--- config.mk ---
export PLATFORM = sky130hd
export DESIGN_NAME = line_rect_rasterizer_flat
export DESIGN_NICKNAME = d
export VERILOG_FILES = /design/src/lrr_pkg.sv /design/src/lrr_cmd_if.sv /design/src/lrr_rsp_if.sv /design/src/lrr_line_stepper.sv /design/src/lrr_fb_mem.sv /design/src/line_rect_rasterizer.sv /design/src/flat_wrapper.sv
export SDC_FILE = /design/constraint.sdc
export NUM_CORES = 2
export LEC_CHECK = 0
export BUFFER_PORTS_ARGS = -buffer_cell sky130_fd_sc_hd__buf_2
export CORE_UTILIZATION = 30
export DETAILED_ROUTE_END_ITERATION = 8
export PLACE_DENSITY_LB_ADDON = 0.12
export SYNTH_ARGS = -nofsm -noshare
export SYNTH_HDL_FRONTEND = slang
export SYNTH_SLANG_ARGS = --single-unit
--- constraint.sdc ---
create_clock -name clk_i -period 56.6 [get_ports clk_i]
set_clock_uncertainty 0.15 [all_clocks]
set_input_delay 16.98 -clock clk_i [delete_from_list [all_inputs] [get_ports clk_i]]
set_output_delay 16.98 -clock clk_i [all_outputs]
set_load 0.1 [all_outputs]
--- src/lrr_pkg.sv ---
`timescale 1ns / 1ps
`default_nettype none

package lrr_pkg;

  localparam int SCREEN_WIDTH  = 84;
  localparam int SCREEN_HEIGHT = 48;
  localparam int PAGE_ROWS     = 8;
  localparam int PAGE_COUNT    = (SCREEN_HEIGHT + PAGE_ROWS - 1) / PAGE_ROWS;
  localparam int STORE_BYTES   = SCREEN_WIDTH * PAGE_COUNT;
  localparam int ADDR_W        = $clog2(STORE_BYTES);

  // coordinates and stepper arithmetic
  localparam int COORD_W = 8;
  localparam int DELTA_W = 10;
  localparam int ERR_W   = 12;

  typedef enum logic [1:0] {
    OP_LINE = 2'd0,
    OP_RECT = 2'd1,
    OP_READ = 2'd2,
    OP_NONE = 2'd3
  } op_e;

  typedef enum logic [1:0] {
    ST_CLEAR,
    ST_IDLE,
    ST_DRAW,
    ST_READ
  } state_e;

  typedef enum logic [2:0] {
    SEG_LINE,
    SEG_TOP,
    SEG_LEFT,
    SEG_BOTTOM,
    SEG_RIGHT,
    SEG_FILL
  } seg_e;

  typedef struct packed {
    logic signed [COORD_W-1:0] x0;
    logic signed [COORD_W-1:0] y0;
    logic signed [COORD_W-1:0] x1;
    logic signed [COORD_W-1:0] y1;
  } seg_t;

  typedef struct packed {
    logic                      valid;
    logic signed [COORD_W-1:0] x;
    logic signed [COORD_W-1:0] y;
    logic                      done;
  } pix_t;

  typedef struct packed {
    logic              valid;
    logic              plot;
    logic [ADDR_W-1:0] addr;
    logic [7:0]        mask;
  } mem_req_t;

  // byte address of an on-screen pixel: column plus page times width
  function automatic logic [ADDR_W-1:0] pixel_addr(input logic [6:0] col,
                                                   input logic [2:0] page);
    int a;
    a = int'(col) + int'(page) * SCREEN_WIDTH;
    return ADDR_W'(a);
  endfunction

endpackage

`default_nettype wire

--- src/lrr_cmd_if.sv ---
`timescale 1ns / 1ps
`default_nettype none

interface lrr_cmd_if;
  logic              valid;
  logic              ready;
  logic [1:0]        op;
  logic signed [7:0] start_x;
  logic signed [7:0] start_y;
  logic signed [7:0] end_x;
  logic signed [7:0] end_y;
  logic              fill;
  logic [8:0]        read_index;

  modport source (
    output valid, op, start_x, start_y, end_x, end_y, fill, read_index,
    input  ready
  );

  modport sink (
    input  valid, op, start_x, start_y, end_x, end_y, fill, read_index,
    output ready
  );
endinterface

`default_nettype wire

--- src/lrr_rsp_if.sv ---
`timescale 1ns / 1ps
`default_nettype none

interface lrr_rsp_if;
  logic       valid;
  logic       ready;
  logic [7:0] read_data;

  modport source (
    output valid, read_data,
    input  ready
  );

  modport sink (
    input  valid, read_data,
    output ready
  );
endinterface

`default_nettype wire

--- src/lrr_line_stepper.sv ---
`timescale 1ns / 1ps
`default_nettype none

module lrr_line_stepper (
  input  wire logic          clk_i,
  input  wire logic          rst_ni,
  input  wire logic          load_i,
  input  wire lrr_pkg::seg_t seg_i,
  output lrr_pkg::pix_t      pix_o
);
  import lrr_pkg::*;

  logic                      active_q, active_d;
  logic signed [COORD_W-1:0] x_q, x_d, y_q, y_d, x1_q, x1_d, y1_q, y1_d;
  logic signed [DELTA_W-1:0] dx_q, dx_d, dy_q, dy_d;
  logic                      negx_q, negx_d, negy_q, negy_d;
  logic signed [ERR_W-1:0]   err_q, err_d;

  logic                      at_end;
  logic signed [ERR_W:0]     e2;
  logic                      step_x, step_y;
  logic signed [DELTA_W-1:0] xd, yd, adx, ady;

  always_comb begin
    at_end = (x_q == x1_q) && (y_q == y1_q);
    e2     = {err_q, 1'b0};
    step_x = e2 >= (ERR_W+1)'(dy_q);
    step_y = e2 <= (ERR_W+1)'(dx_q);

    // deltas for a new segment
    xd  = DELTA_W'(seg_i.x1) - DELTA_W'(seg_i.x0);
    yd  = DELTA_W'(seg_i.y1) - DELTA_W'(seg_i.y0);
    adx = xd[DELTA_W-1] ? -xd : xd;
    ady = yd[DELTA_W-1] ? -yd : yd;

    active_d = active_q;
    x_d      = x_q;
    y_d      = y_q;
    x1_d     = x1_q;
    y1_d     = y1_q;
    dx_d     = dx_q;
    dy_d     = dy_q;
    negx_d   = negx_q;
    negy_d   = negy_q;
    err_d    = err_q;

    if (load_i) begin
      active_d = 1'b1;
      x_d      = seg_i.x0;
      y_d      = seg_i.y0;
      x1_d     = seg_i.x1;
      y1_d     = seg_i.y1;
      dx_d     = adx;
      dy_d     = -ady;
      negx_d   = !(seg_i.x0 < seg_i.x1);
      negy_d   = !(seg_i.y0 < seg_i.y1);
      err_d    = ERR_W'(adx) - ERR_W'(ady);
    end else if (active_q && at_end) begin
      active_d = 1'b0;
    end else if (active_q) begin
      err_d = err_q + (step_x ? ERR_W'(dy_q) : '0) + (step_y ? ERR_W'(dx_q) : '0);
      if (step_x) begin
        x_d = negx_q ? x_q - 8'sd1 : x_q + 8'sd1;
      end
      if (step_y) begin
        y_d = negy_q ? y_q - 8'sd1 : y_q + 8'sd1;
      end
    end
  end

  always_ff @(posedge clk_i or negedge rst_ni) begin
    if (!rst_ni) begin
      active_q <= 1'b0;
    end else begin
      active_q <= active_d;
    end
  end

  always_ff @(posedge clk_i) begin
    x_q    <= x_d;
    y_q    <= y_d;
    x1_q   <= x1_d;
    y1_q   <= y1_d;
    dx_q   <= dx_d;
    dy_q   <= dy_d;
    negx_q <= negx_d;
    negy_q <= negy_d;
    err_q  <= err_d;
  end

  assign pix_o.valid = active_q;
  assign pix_o.x     = x_q;
  assign pix_o.y     = y_q;
  assign pix_o.done  = active_q && at_end;

  // a new segment only once the current one has reached its end
  a_load_when_free : assert property (@(posedge clk_i) disable iff (!rst_ni)
    load_i |-> (!active_q || at_end))
    else $error("segment loaded while stepper mid-line");

endmodule

`default_nettype wire

--- src/lrr_fb_mem.sv ---
`timescale 1ns / 1ps
`default_nettype none

module lrr_fb_mem (
  input  wire logic                      clk_i,
  input  wire logic                      rst_ni,
  input  wire lrr_pkg::mem_req_t         req_i,
  input  wire logic                      clr_we_i,
  input  wire logic [lrr_pkg::ADDR_W-1:0] clr_addr_i,
  output logic                           rsp_valid_o,
  output logic [7:0]                     rsp_data_o
);
  import lrr_pkg::*;

  logic [7:0]        mem_q [STORE_BYTES];
  logic [7:0]        rdata_q;

  logic              s1_valid_q, s1_plot_q;
  logic [ADDR_W-1:0] s1_addr_q;
  logic [7:0]        s1_mask_q;

  // last write, for a read issued in the same cycle as that write
  logic              lw_valid_q;
  logic [ADDR_W-1:0] lw_addr_q;
  logic [7:0]        lw_data_q;

  logic [7:0]        cur;
  logic              wr_en;
  logic [ADDR_W-1:0] wr_addr;
  logic [7:0]        wr_data;

  always_comb begin
    cur     = (lw_valid_q && (lw_addr_q == s1_addr_q)) ? lw_data_q : rdata_q;
    wr_en   = clr_we_i || (s1_valid_q && s1_plot_q);
    wr_addr = clr_we_i ? clr_addr_i : s1_addr_q;
    wr_data = clr_we_i ? 8'h00 : (cur | s1_mask_q);
  end

  always_ff @(posedge clk_i) begin
    if (wr_en) begin
      mem_q[wr_addr] <= wr_data;
    end
    if (req_i.valid) begin
      rdata_q <= mem_q[req_i.addr];
    end
  end

  always_ff @(posedge clk_i or negedge rst_ni) begin
    if (!rst_ni) begin
      s1_valid_q <= 1'b0;
      lw_valid_q <= 1'b0;
    end else begin
      s1_valid_q <= req_i.valid;
      if (wr_en) begin
        lw_valid_q <= 1'b1;
      end
    end
  end

  always_ff @(posedge clk_i) begin
    s1_plot_q <= req_i.plot;
    s1_addr_q <= req_i.addr;
    s1_mask_q <= req_i.mask;
    if (wr_en) begin
      lw_addr_q <= wr_addr;
      lw_data_q <= wr_data;
    end
  end

  assign rsp_valid_o = s1_valid_q && !s1_plot_q;
  assign rsp_data_o  = cur;

  a_clear_alone : assert property (@(posedge clk_i) disable iff (!rst_ni)
    clr_we_i |-> !s1_valid_q && !req_i.valid)
    else $error("clearing pass overlaps a pixel or read access");

endmodule

`default_nettype wire

--- src/line_rect_rasterizer.sv ---
`timescale 1ns / 1ps
`default_nettype none

// draw commands: result word (zero) is loaded with acceptance; a line visits
//   max(|dx|,|dy|)+1 pixels, each on-screen one plotted by read-modify-write of its byte
// rect: its four outlines plus one vertical line per fill column, back to back;
//   next command taken once back in idle with the result word free
// read: result word loaded in the cycle after acceptance (zero with acceptance if out of range)
// reset: clearing pass zeroes all STORE_BYTES bytes (504 at 84x48), commands refused meanwhile
module line_rect_rasterizer (
  input  wire logic  clk_i,
  input  wire logic  rst_ni,
  lrr_cmd_if.sink    cmd_i,
  lrr_rsp_if.source  rsp_o
);
  import lrr_pkg::*;

  state_e              state_q, state_d;
  seg_e                seg_q, seg_d;
  logic signed [7:0]   sx_q, sy_q, ex_q, ey_q;
  logic                fill_q;
  logic signed [7:0]   col_q, col_d;
  logic [ADDR_W-1:0]   clr_q, clr_d;
  logic                out_valid_q, out_valid_d;
  logic [7:0]          out_data_q, out_data_d;

  logic                accept;
  logic                read_in_range;
  logic                push;
  logic [7:0]          push_data;
  logic                load;
  seg_t                load_seg;
  seg_t                next_seg;
  seg_e                next_kind;
  logic                more;
  logic signed [7:0]   col_nx;
  pix_t                pix;
  logic                on_screen;
  mem_req_t            mem_req;
  logic                clr_we;
  logic                mem_rsp_valid;
  logic [7:0]          mem_rsp_data;

  // the outline and fill segments of a rectangle, one after another
  always_comb begin
    next_kind = seg_q;
    next_seg  = '{x0: sx_q, y0: sy_q, x1: sx_q, y1: ey_q};
    more      = 1'b0;
    col_nx    = col_q + 8'sd1;
    col_d     = col_q;
    unique case (seg_q)
      SEG_TOP: begin
        next_kind = SEG_LEFT;
        more      = 1'b1;
      end
      SEG_LEFT: begin
        next_kind = SEG_BOTTOM;
        next_seg  = '{x0: sx_q, y0: ey_q, x1: ex_q, y1: ey_q};
        more      = 1'b1;
      end
      SEG_BOTTOM: begin
        next_kind = SEG_RIGHT;
        next_seg  = '{x0: ex_q, y0: sy_q, x1: ex_q, y1: ey_q};
        more      = 1'b1;
      end
      SEG_RIGHT: begin
        // fill columns run from start_x up to end_x minus one
        if (fill_q && (ex_q > sx_q)) begin
          next_kind = SEG_FILL;
          col_d     = sx_q;
          more      = 1'b1;
        end
      end
      SEG_FILL: begin
        if (col_nx != ex_q) begin
          next_seg = '{x0: col_nx, y0: sy_q, x1: col_nx, y1: ey_q};
          col_d    = col_nx;
          more     = 1'b1;
        end
      end
      SEG_LINE: begin
        more = 1'b0;
      end
      default: begin
        more = 1'b0;
      end
    endcase
  end

  assign cmd_i.ready   = (state_q == ST_IDLE) && (!out_valid_q || rsp_o.ready);
  assign accept        = cmd_i.valid && cmd_i.ready;
  assign read_in_range = int'(cmd_i.read_index) < STORE_BYTES;

  // pixels outside the screen are dropped, the rest of the line goes on
  assign on_screen = pix.valid && (int'(pix.x) >= 0) && (int'(pix.x) < SCREEN_WIDTH)
                     && (int'(pix.y) >= 0) && (int'(pix.y) < SCREEN_HEIGHT);

  always_comb begin
    state_d     = state_q;
    seg_d       = seg_q;
    clr_d       = clr_q;
    clr_we      = 1'b0;
    load        = 1'b0;
    load_seg    = next_seg;
    push        = 1'b0;
    push_data   = 8'h00;
    mem_req     = '0;

    if (on_screen) begin
      mem_req.valid = 1'b1;
      mem_req.plot  = 1'b1;
      mem_req.addr  = pixel_addr(pix.x[6:0], pix.y[5:3]);
      mem_req.mask  = 8'h01 << pix.y[2:0];
    end

    unique case (state_q)
      ST_CLEAR: begin
        clr_we = 1'b1;
        clr_d  = clr_q + 1'b1;
        if (int'(clr_q) == STORE_BYTES - 1) begin
          state_d = ST_IDLE;
        end
      end
      ST_IDLE: begin
        if (accept) begin
          unique case (op_e'(cmd_i.op))
            OP_LINE: begin
              push     = 1'b1;
              load     = 1'b1;
              load_seg = '{x0: cmd_i.start_x, y0: cmd_i.start_y,
                           x1: cmd_i.end_x, y1: cmd_i.end_y};
              seg_d    = SEG_LINE;
              state_d  = ST_DRAW;
            end
            OP_RECT: begin
              push     = 1'b1;
              load     = 1'b1;
              load_seg = '{x0: cmd_i.start_x, y0: cmd_i.start_y,
                           x1: cmd_i.end_x, y1: cmd_i.start_y};
              seg_d    = SEG_TOP;
              state_d  = ST_DRAW;
            end
            OP_READ: begin
              if (read_in_range) begin
                mem_req.valid = 1'b1;
                mem_req.plot  = 1'b0;
                mem_req.addr  = ADDR_W'(cmd_i.read_index);
                state_d       = ST_READ;
              end else begin
                push = 1'b1;
              end
            end
            OP_NONE: begin
              push = 1'b1;
            end
          endcase
        end
      end
      ST_DRAW: begin
        if (pix.done) begin
          if (more) begin
            load  = 1'b1;
            seg_d = next_kind;
          end else begin
            state_d = ST_IDLE;
          end
        end
      end
      ST_READ: begin
        push      = mem_rsp_valid;
        push_data = mem_rsp_data;
        state_d   = ST_IDLE;
      end
    endcase
  end

  // output word register
  always_comb begin
    out_valid_d = out_valid_q;
    out_data_d  = out_data_q;
    if (rsp_o.ready) begin
      out_valid_d = 1'b0;
    end
    if (push) begin
      out_valid_d = 1'b1;
      out_data_d  = push_data;
    end
  end

  always_ff @(posedge clk_i or negedge rst_ni) begin
    if (!rst_ni) begin
      state_q     <= ST_CLEAR;
      seg_q       <= SEG_LINE;
      clr_q       <= '0;
      out_valid_q <= 1'b0;
    end else begin
      state_q     <= state_d;
      seg_q       <= seg_d;
      clr_q       <= clr_d;
      out_valid_q <= out_valid_d;
    end
  end

  // command fields, held for the segment sequence; also the result data and fill column
  always_ff @(posedge clk_i) begin
    out_data_q <= out_data_d;
    if (accept) begin
      sx_q   <= cmd_i.start_x;
      sy_q   <= cmd_i.start_y;
      ex_q   <= cmd_i.end_x;
      ey_q   <= cmd_i.end_y;
      fill_q <= cmd_i.fill;
    end
    if (state_q == ST_DRAW && pix.done) begin
      col_q <= col_d;
    end
  end

  assign rsp_o.valid     = out_valid_q;
  assign rsp_o.read_data = out_data_q;

  lrr_line_stepper u_stepper (
    .clk_i  (clk_i),
    .rst_ni (rst_ni),
    .load_i (load),
    .seg_i  (load_seg),
    .pix_o  (pix)
  );

  lrr_fb_mem u_mem (
    .clk_i       (clk_i),
    .rst_ni      (rst_ni),
    .req_i       (mem_req),
    .clr_we_i    (clr_we),
    .clr_addr_i  (clr_q),
    .rsp_valid_o (mem_rsp_valid),
    .rsp_data_o  (mem_rsp_data)
  );

  a_push_has_room : assert property (@(posedge clk_i) disable iff (!rst_ni)
    push |-> (!out_valid_q || rsp_o.ready))
    else $error("result word overwrites one not yet taken");

  a_pixels_in_draw : assert property (@(posedge clk_i) disable iff (!rst_ni)
    pix.valid |-> (state_q == ST_DRAW))
    else $error("stepper active outside a draw");

  a_read_returns : assert property (@(posedge clk_i) disable iff (!rst_ni)
    (state_q == ST_READ) |-> mem_rsp_valid)
    else $error("read state without memory data");

endmodule

`default_nettype wire
--- src/flat_wrapper.sv ---
// flat-port wrapper written by rule: the top's interface ports become plain ports
module line_rect_rasterizer_flat import lrr_pkg::*;
  (clk_i, rst_ni, cmd_i_valid, cmd_i_op, cmd_i_start_x, cmd_i_start_y, cmd_i_end_x, cmd_i_end_y, cmd_i_fill, cmd_i_read_index, cmd_i_ready, rsp_o_valid, rsp_o_read_data, rsp_o_ready);
  lrr_cmd_if cmd_i_i ();
  lrr_rsp_if rsp_o_i ();
  input  wire logic clk_i;
  input  wire logic rst_ni;
  input wire logic [$bits(cmd_i_i.valid)-1:0] cmd_i_valid;
  input wire logic [$bits(cmd_i_i.op)-1:0] cmd_i_op;
  input wire logic [$bits(cmd_i_i.start_x)-1:0] cmd_i_start_x;
  input wire logic [$bits(cmd_i_i.start_y)-1:0] cmd_i_start_y;
  input wire logic [$bits(cmd_i_i.end_x)-1:0] cmd_i_end_x;
  input wire logic [$bits(cmd_i_i.end_y)-1:0] cmd_i_end_y;
  input wire logic [$bits(cmd_i_i.fill)-1:0] cmd_i_fill;
  input wire logic [$bits(cmd_i_i.read_index)-1:0] cmd_i_read_index;
  output wire logic [$bits(cmd_i_i.ready)-1:0] cmd_i_ready;
  output wire logic [$bits(rsp_o_i.valid)-1:0] rsp_o_valid;
  output wire logic [$bits(rsp_o_i.read_data)-1:0] rsp_o_read_data;
  input wire logic [$bits(rsp_o_i.ready)-1:0] rsp_o_ready;
  assign cmd_i_i.valid = cmd_i_valid;
  assign cmd_i_i.op = cmd_i_op;
  assign cmd_i_i.start_x = cmd_i_start_x;
  assign cmd_i_i.start_y = cmd_i_start_y;
  assign cmd_i_i.end_x = cmd_i_end_x;
  assign cmd_i_i.end_y = cmd_i_end_y;
  assign cmd_i_i.fill = cmd_i_fill;
  assign cmd_i_i.read_index = cmd_i_read_index;
  assign cmd_i_ready = cmd_i_i.ready;
  assign rsp_o_valid = rsp_o_i.valid;
  assign rsp_o_read_data = rsp_o_i.read_data;
  assign rsp_o_i.ready = rsp_o_ready;
  line_rect_rasterizer u_core (.clk_i(clk_i), .rst_ni(rst_ni), .cmd_i(cmd_i_i), .rsp_o(rsp_o_i));
endmodule
==> key figures <==
Run status
  – Status: complete, no violations

Clock tree
  – Latest clock arrival within the worst-skew pair: 1.06 ns
  – CTS buffer count: 461
  – CTS Sinks: 4,208
  – Htree depth: 5
  – Root buffer cell: clkbuf_16
  – Number of setup buffers added after CTS: 0
  – Maximum clock path buffer count: 4
  – Clk slew on worst S/H paths: 0.06 ns
  – Post-CTS sizing: 0
  – Post-cts hold buffer count: 0
  – CTS tree: yes

Critical path
  – CP Capture Type: primary output
  – Arrival time worst endpoint: 17.78 ns
  – Crit Path Max Fanout: 3
  – Critical path required time: 39.47 ns
  – Critical Path Start Type: input pin
  – Crit Path Class: input pin to primary output
  – Worst Reg-to-Reg Cells: 20

Min path
  – Hold Path Cell Cnt: 1
  – Min-Delay Path Class: flip-flop to flip-flop

GRT
  – Vias in the first global route: 104,000
  – GRT overflow: 0
  – Largest net degree at the start of global routing: 185
  – Total Routing Usage GR: 19.9%
  – Initial antenna violation count: 44
  – First-pass GRT wire length: 818 mm

Yosys
  – Leading cell type by number of instances after synthesis: edfxtp_1
  – Top-area cell type share of the netlist area: 73.7%
  – Register area share after synthesis: 74.2%
  – Cells after Synth: 12,500
  – Synthesized area per cell: 13.6 sq um
  – Area leader, netlist: edfxtp_1
  – Ranking of synthesized cells by area: edfxtp_1 74%, nand2_1 6.3%, nand3_1 2.4%
  – Post-synth top cells: 4,172 x edfxtp_1, 2,845 x nand2_1, 813 x nand3_1
  – Share of flip-flops with an asynchronous set or reset: 0.428%
  – Flops & latches, synth: 4,208
  – Post-synth EDFFs: 4,172
  – Dominant synthesized flop cell: edfxtp_1
  – Synth warn: 0
  – Count of different cell masters after synthesis: 92
  – Syn Std Cell Area: 170,000 sq um

Power and ir drop
  – Gate power share: 0.1%
  – Max VDD drop: 0.0253 mV
  – Pwr per Cell Area: 32.9 nW/um^2
  – Seq pwr share: 53.0%
  – Clock power share: 46.9%
  – Leakage: 0.0555 uW
  – Sw Pwr: 1280 uW
  – Internal: 5070 uW
  – Switching Share: 20.2%

Timing
  – Period utilization: 61.7%
  – Fmax: 28.6 MHz
  – Final WS setup: 21.69 ns
  – Max Slew Vio Count: 0
  – RSZ-0062 raised after global routing: false
  – Final setup fails: 0
  – Worst slew pin tran: 1.36 ns
  – Final Hold Fails: 0
  – Final setup TNS: 0 ns
  – Slew headroom: 8.65%
  – Fin crit period: 34.91 ns

Final layout
  – Area growth from synthesis to layout: 13.9%
  – Final instance area: 194,000 sq um
  – Final nets: 12,600
  – Share of layout cells above drive strength 1: 8.39%

Job
  – Max-cap violations: 0

Floorplan
  – Rows: 276
  – Initial core utilization: 30.1%
  – Overall die width: 755 um
  – DIE HEIGHT: 755 um
  – Core ar.: 565,000 sq um
  – Ports: 58
  – Die area: 570,000 sq um

Place
  – PortBufs: 57
  – Pre-CTS setup slack: 21.65 ns
  – RD Place Congestion: 0.791
  – DP Area: 179,000 sq um
  – DP HPWL: 345 mm

Routing
  – Routed wire per std cell: 28.8 um
  – Drt drc: 0
  – Final WL: 586 mm
  – Via/cell ratio: 5.25
  – Iter 0 DRT Violations: 10,800
  – Vias: 107,000
  – Final ANT Viol Nets: 0
  – Drt pass-1 iters: 6
metal layers:
layer  GRT usage [%]  up-vias  wire length, um
li1                -    47000                -
met1            28.6    55700           266000
met2            31.7     3557           270000
met3            2.77      743            36100
met4            4.88       10            14500
met5               0        -               49
logic make-up after synthesis:
family | synth area share [%]
AOI/OAI and AO/OA | 7.92
xor gates and xnor gates | 0.580
adders and majority gates | 0.938
buffers and inverters | 2.44
DFF | 74.2
muxes | 1.91
other | 0.00442
and+or+nand+nor | 12.0
sequential cells by signal, indices dropped and copies added, names as in the netlist, 9 cells and up:
signal / cells
u_core.clr_q: 9
u_core.u_mem.lw_addr_q: 9
u_core.u_mem.mem_q: 4032
u_core.u_stepper.dy_q: 10
u_core.u_stepper.err_q: 12
u_core.u_stepper.dx_q: 10
u_core.u_mem.s1_addr_q: 9
worst max-delay path, stage by stage:
cell and delay (ns):
buf_2 0.08, nand2b_1 0.14, and2_1 0.14, buf_2 0.43
layout by cell type, fill, tap and decap left out, types with 27 or more instances in the layout:
cell type / n
xnor2_1: 73
clkbuf_1: 105
buf_4: 242
edfxtp_1: 4172
buf_12: 27
ha_1: 96
nor2b_1: 27
bufinv_16: 40
a32oi_1: 442
nand4_1: 193
mux2i_1: 313
nor2_1: 633
a21oi_1: 702
and3_1: 142
a22oi_1: 167
a31oi_1: 181
nor4_1: 28
clkbuf_16: 468
a211oi_1: 146
o21ai_0: 95
clkinv_2: 78
clkinv_1: 118
buf_2: 58
nand3_1: 808
nand2_1: 2832
nor3_1: 28
xor2_1: 37
inv_1: 97
cell type report:
class / count / area [sq um]
fillers: 54500 / 371000
flip-flops and latches: 4208 / 126000
multi-input cells: 7355 / 40200
clock buffers: 578 / 12200
well taps: 7506 / 9390
repair buffers: 327 / 2650
clock inverters: 273 / 2560
inverters: 108 / 420
diodes: 11 / 27.5
worst paths after layout:
check	to	slack (ns)	startpoint
setup / recovery	cmd_i_ready	21.69	rsp_o_ready
hold / removal	u_core.u_mem.lw_valid_q$_DFFE_PN0P_	0.32	u_core.u_mem.lw_valid_q$_DFFE_PN0P_
setup reg to reg	u_core.u_mem.rdata_q[5]$_DFFE_PP_	46.33	u_core.state_q[1]$_DFFE_PN0P_
hold reg to reg	u_core.u_mem.lw_valid_q$_DFFE_PN0P_	0.32	u_core.u_mem.lw_valid_q$_DFFE_PN0P_
max in group asynchronous	u_core.rsp_o.valid$_DFFE_PN0P_	39.96	rst_ni
min in group asynchronous	u_core.u_stepper.active_q$_DFFE_PN0P_	15.84	rst_ni
metrics by stage:
stage / hold slack (ns) / instances / util (%) / power [uW]
after floorplan: 0.285 / 12500 / - / 3440
after global placement: 0.310 / 19500 / 31.7 / 3440
after detailed placement: 0.307 / 19500 / 31.7 / 3440
after CTS: 0.325 / 20400 / 34.3 / 6410
after global routing: 0.375 / 20400 / 34.3 / 6520
final: 0.324 / 20400 / 34.3 / 6360
power by group through the flow:
stage	combinational [uW]	sequential, uW	clock, uW
2_1_floorplan	1.40	3440	0
3_3_place_gp	4.93	3440	0
3_5_place_dp	4.98	3440	0
4_1_cts	5.01	3370	3030
5_1_grt	5.43	3370	3140
6_report	4.96	3370	2980
No activity file was read; power rests on OpenSTA's default activity.
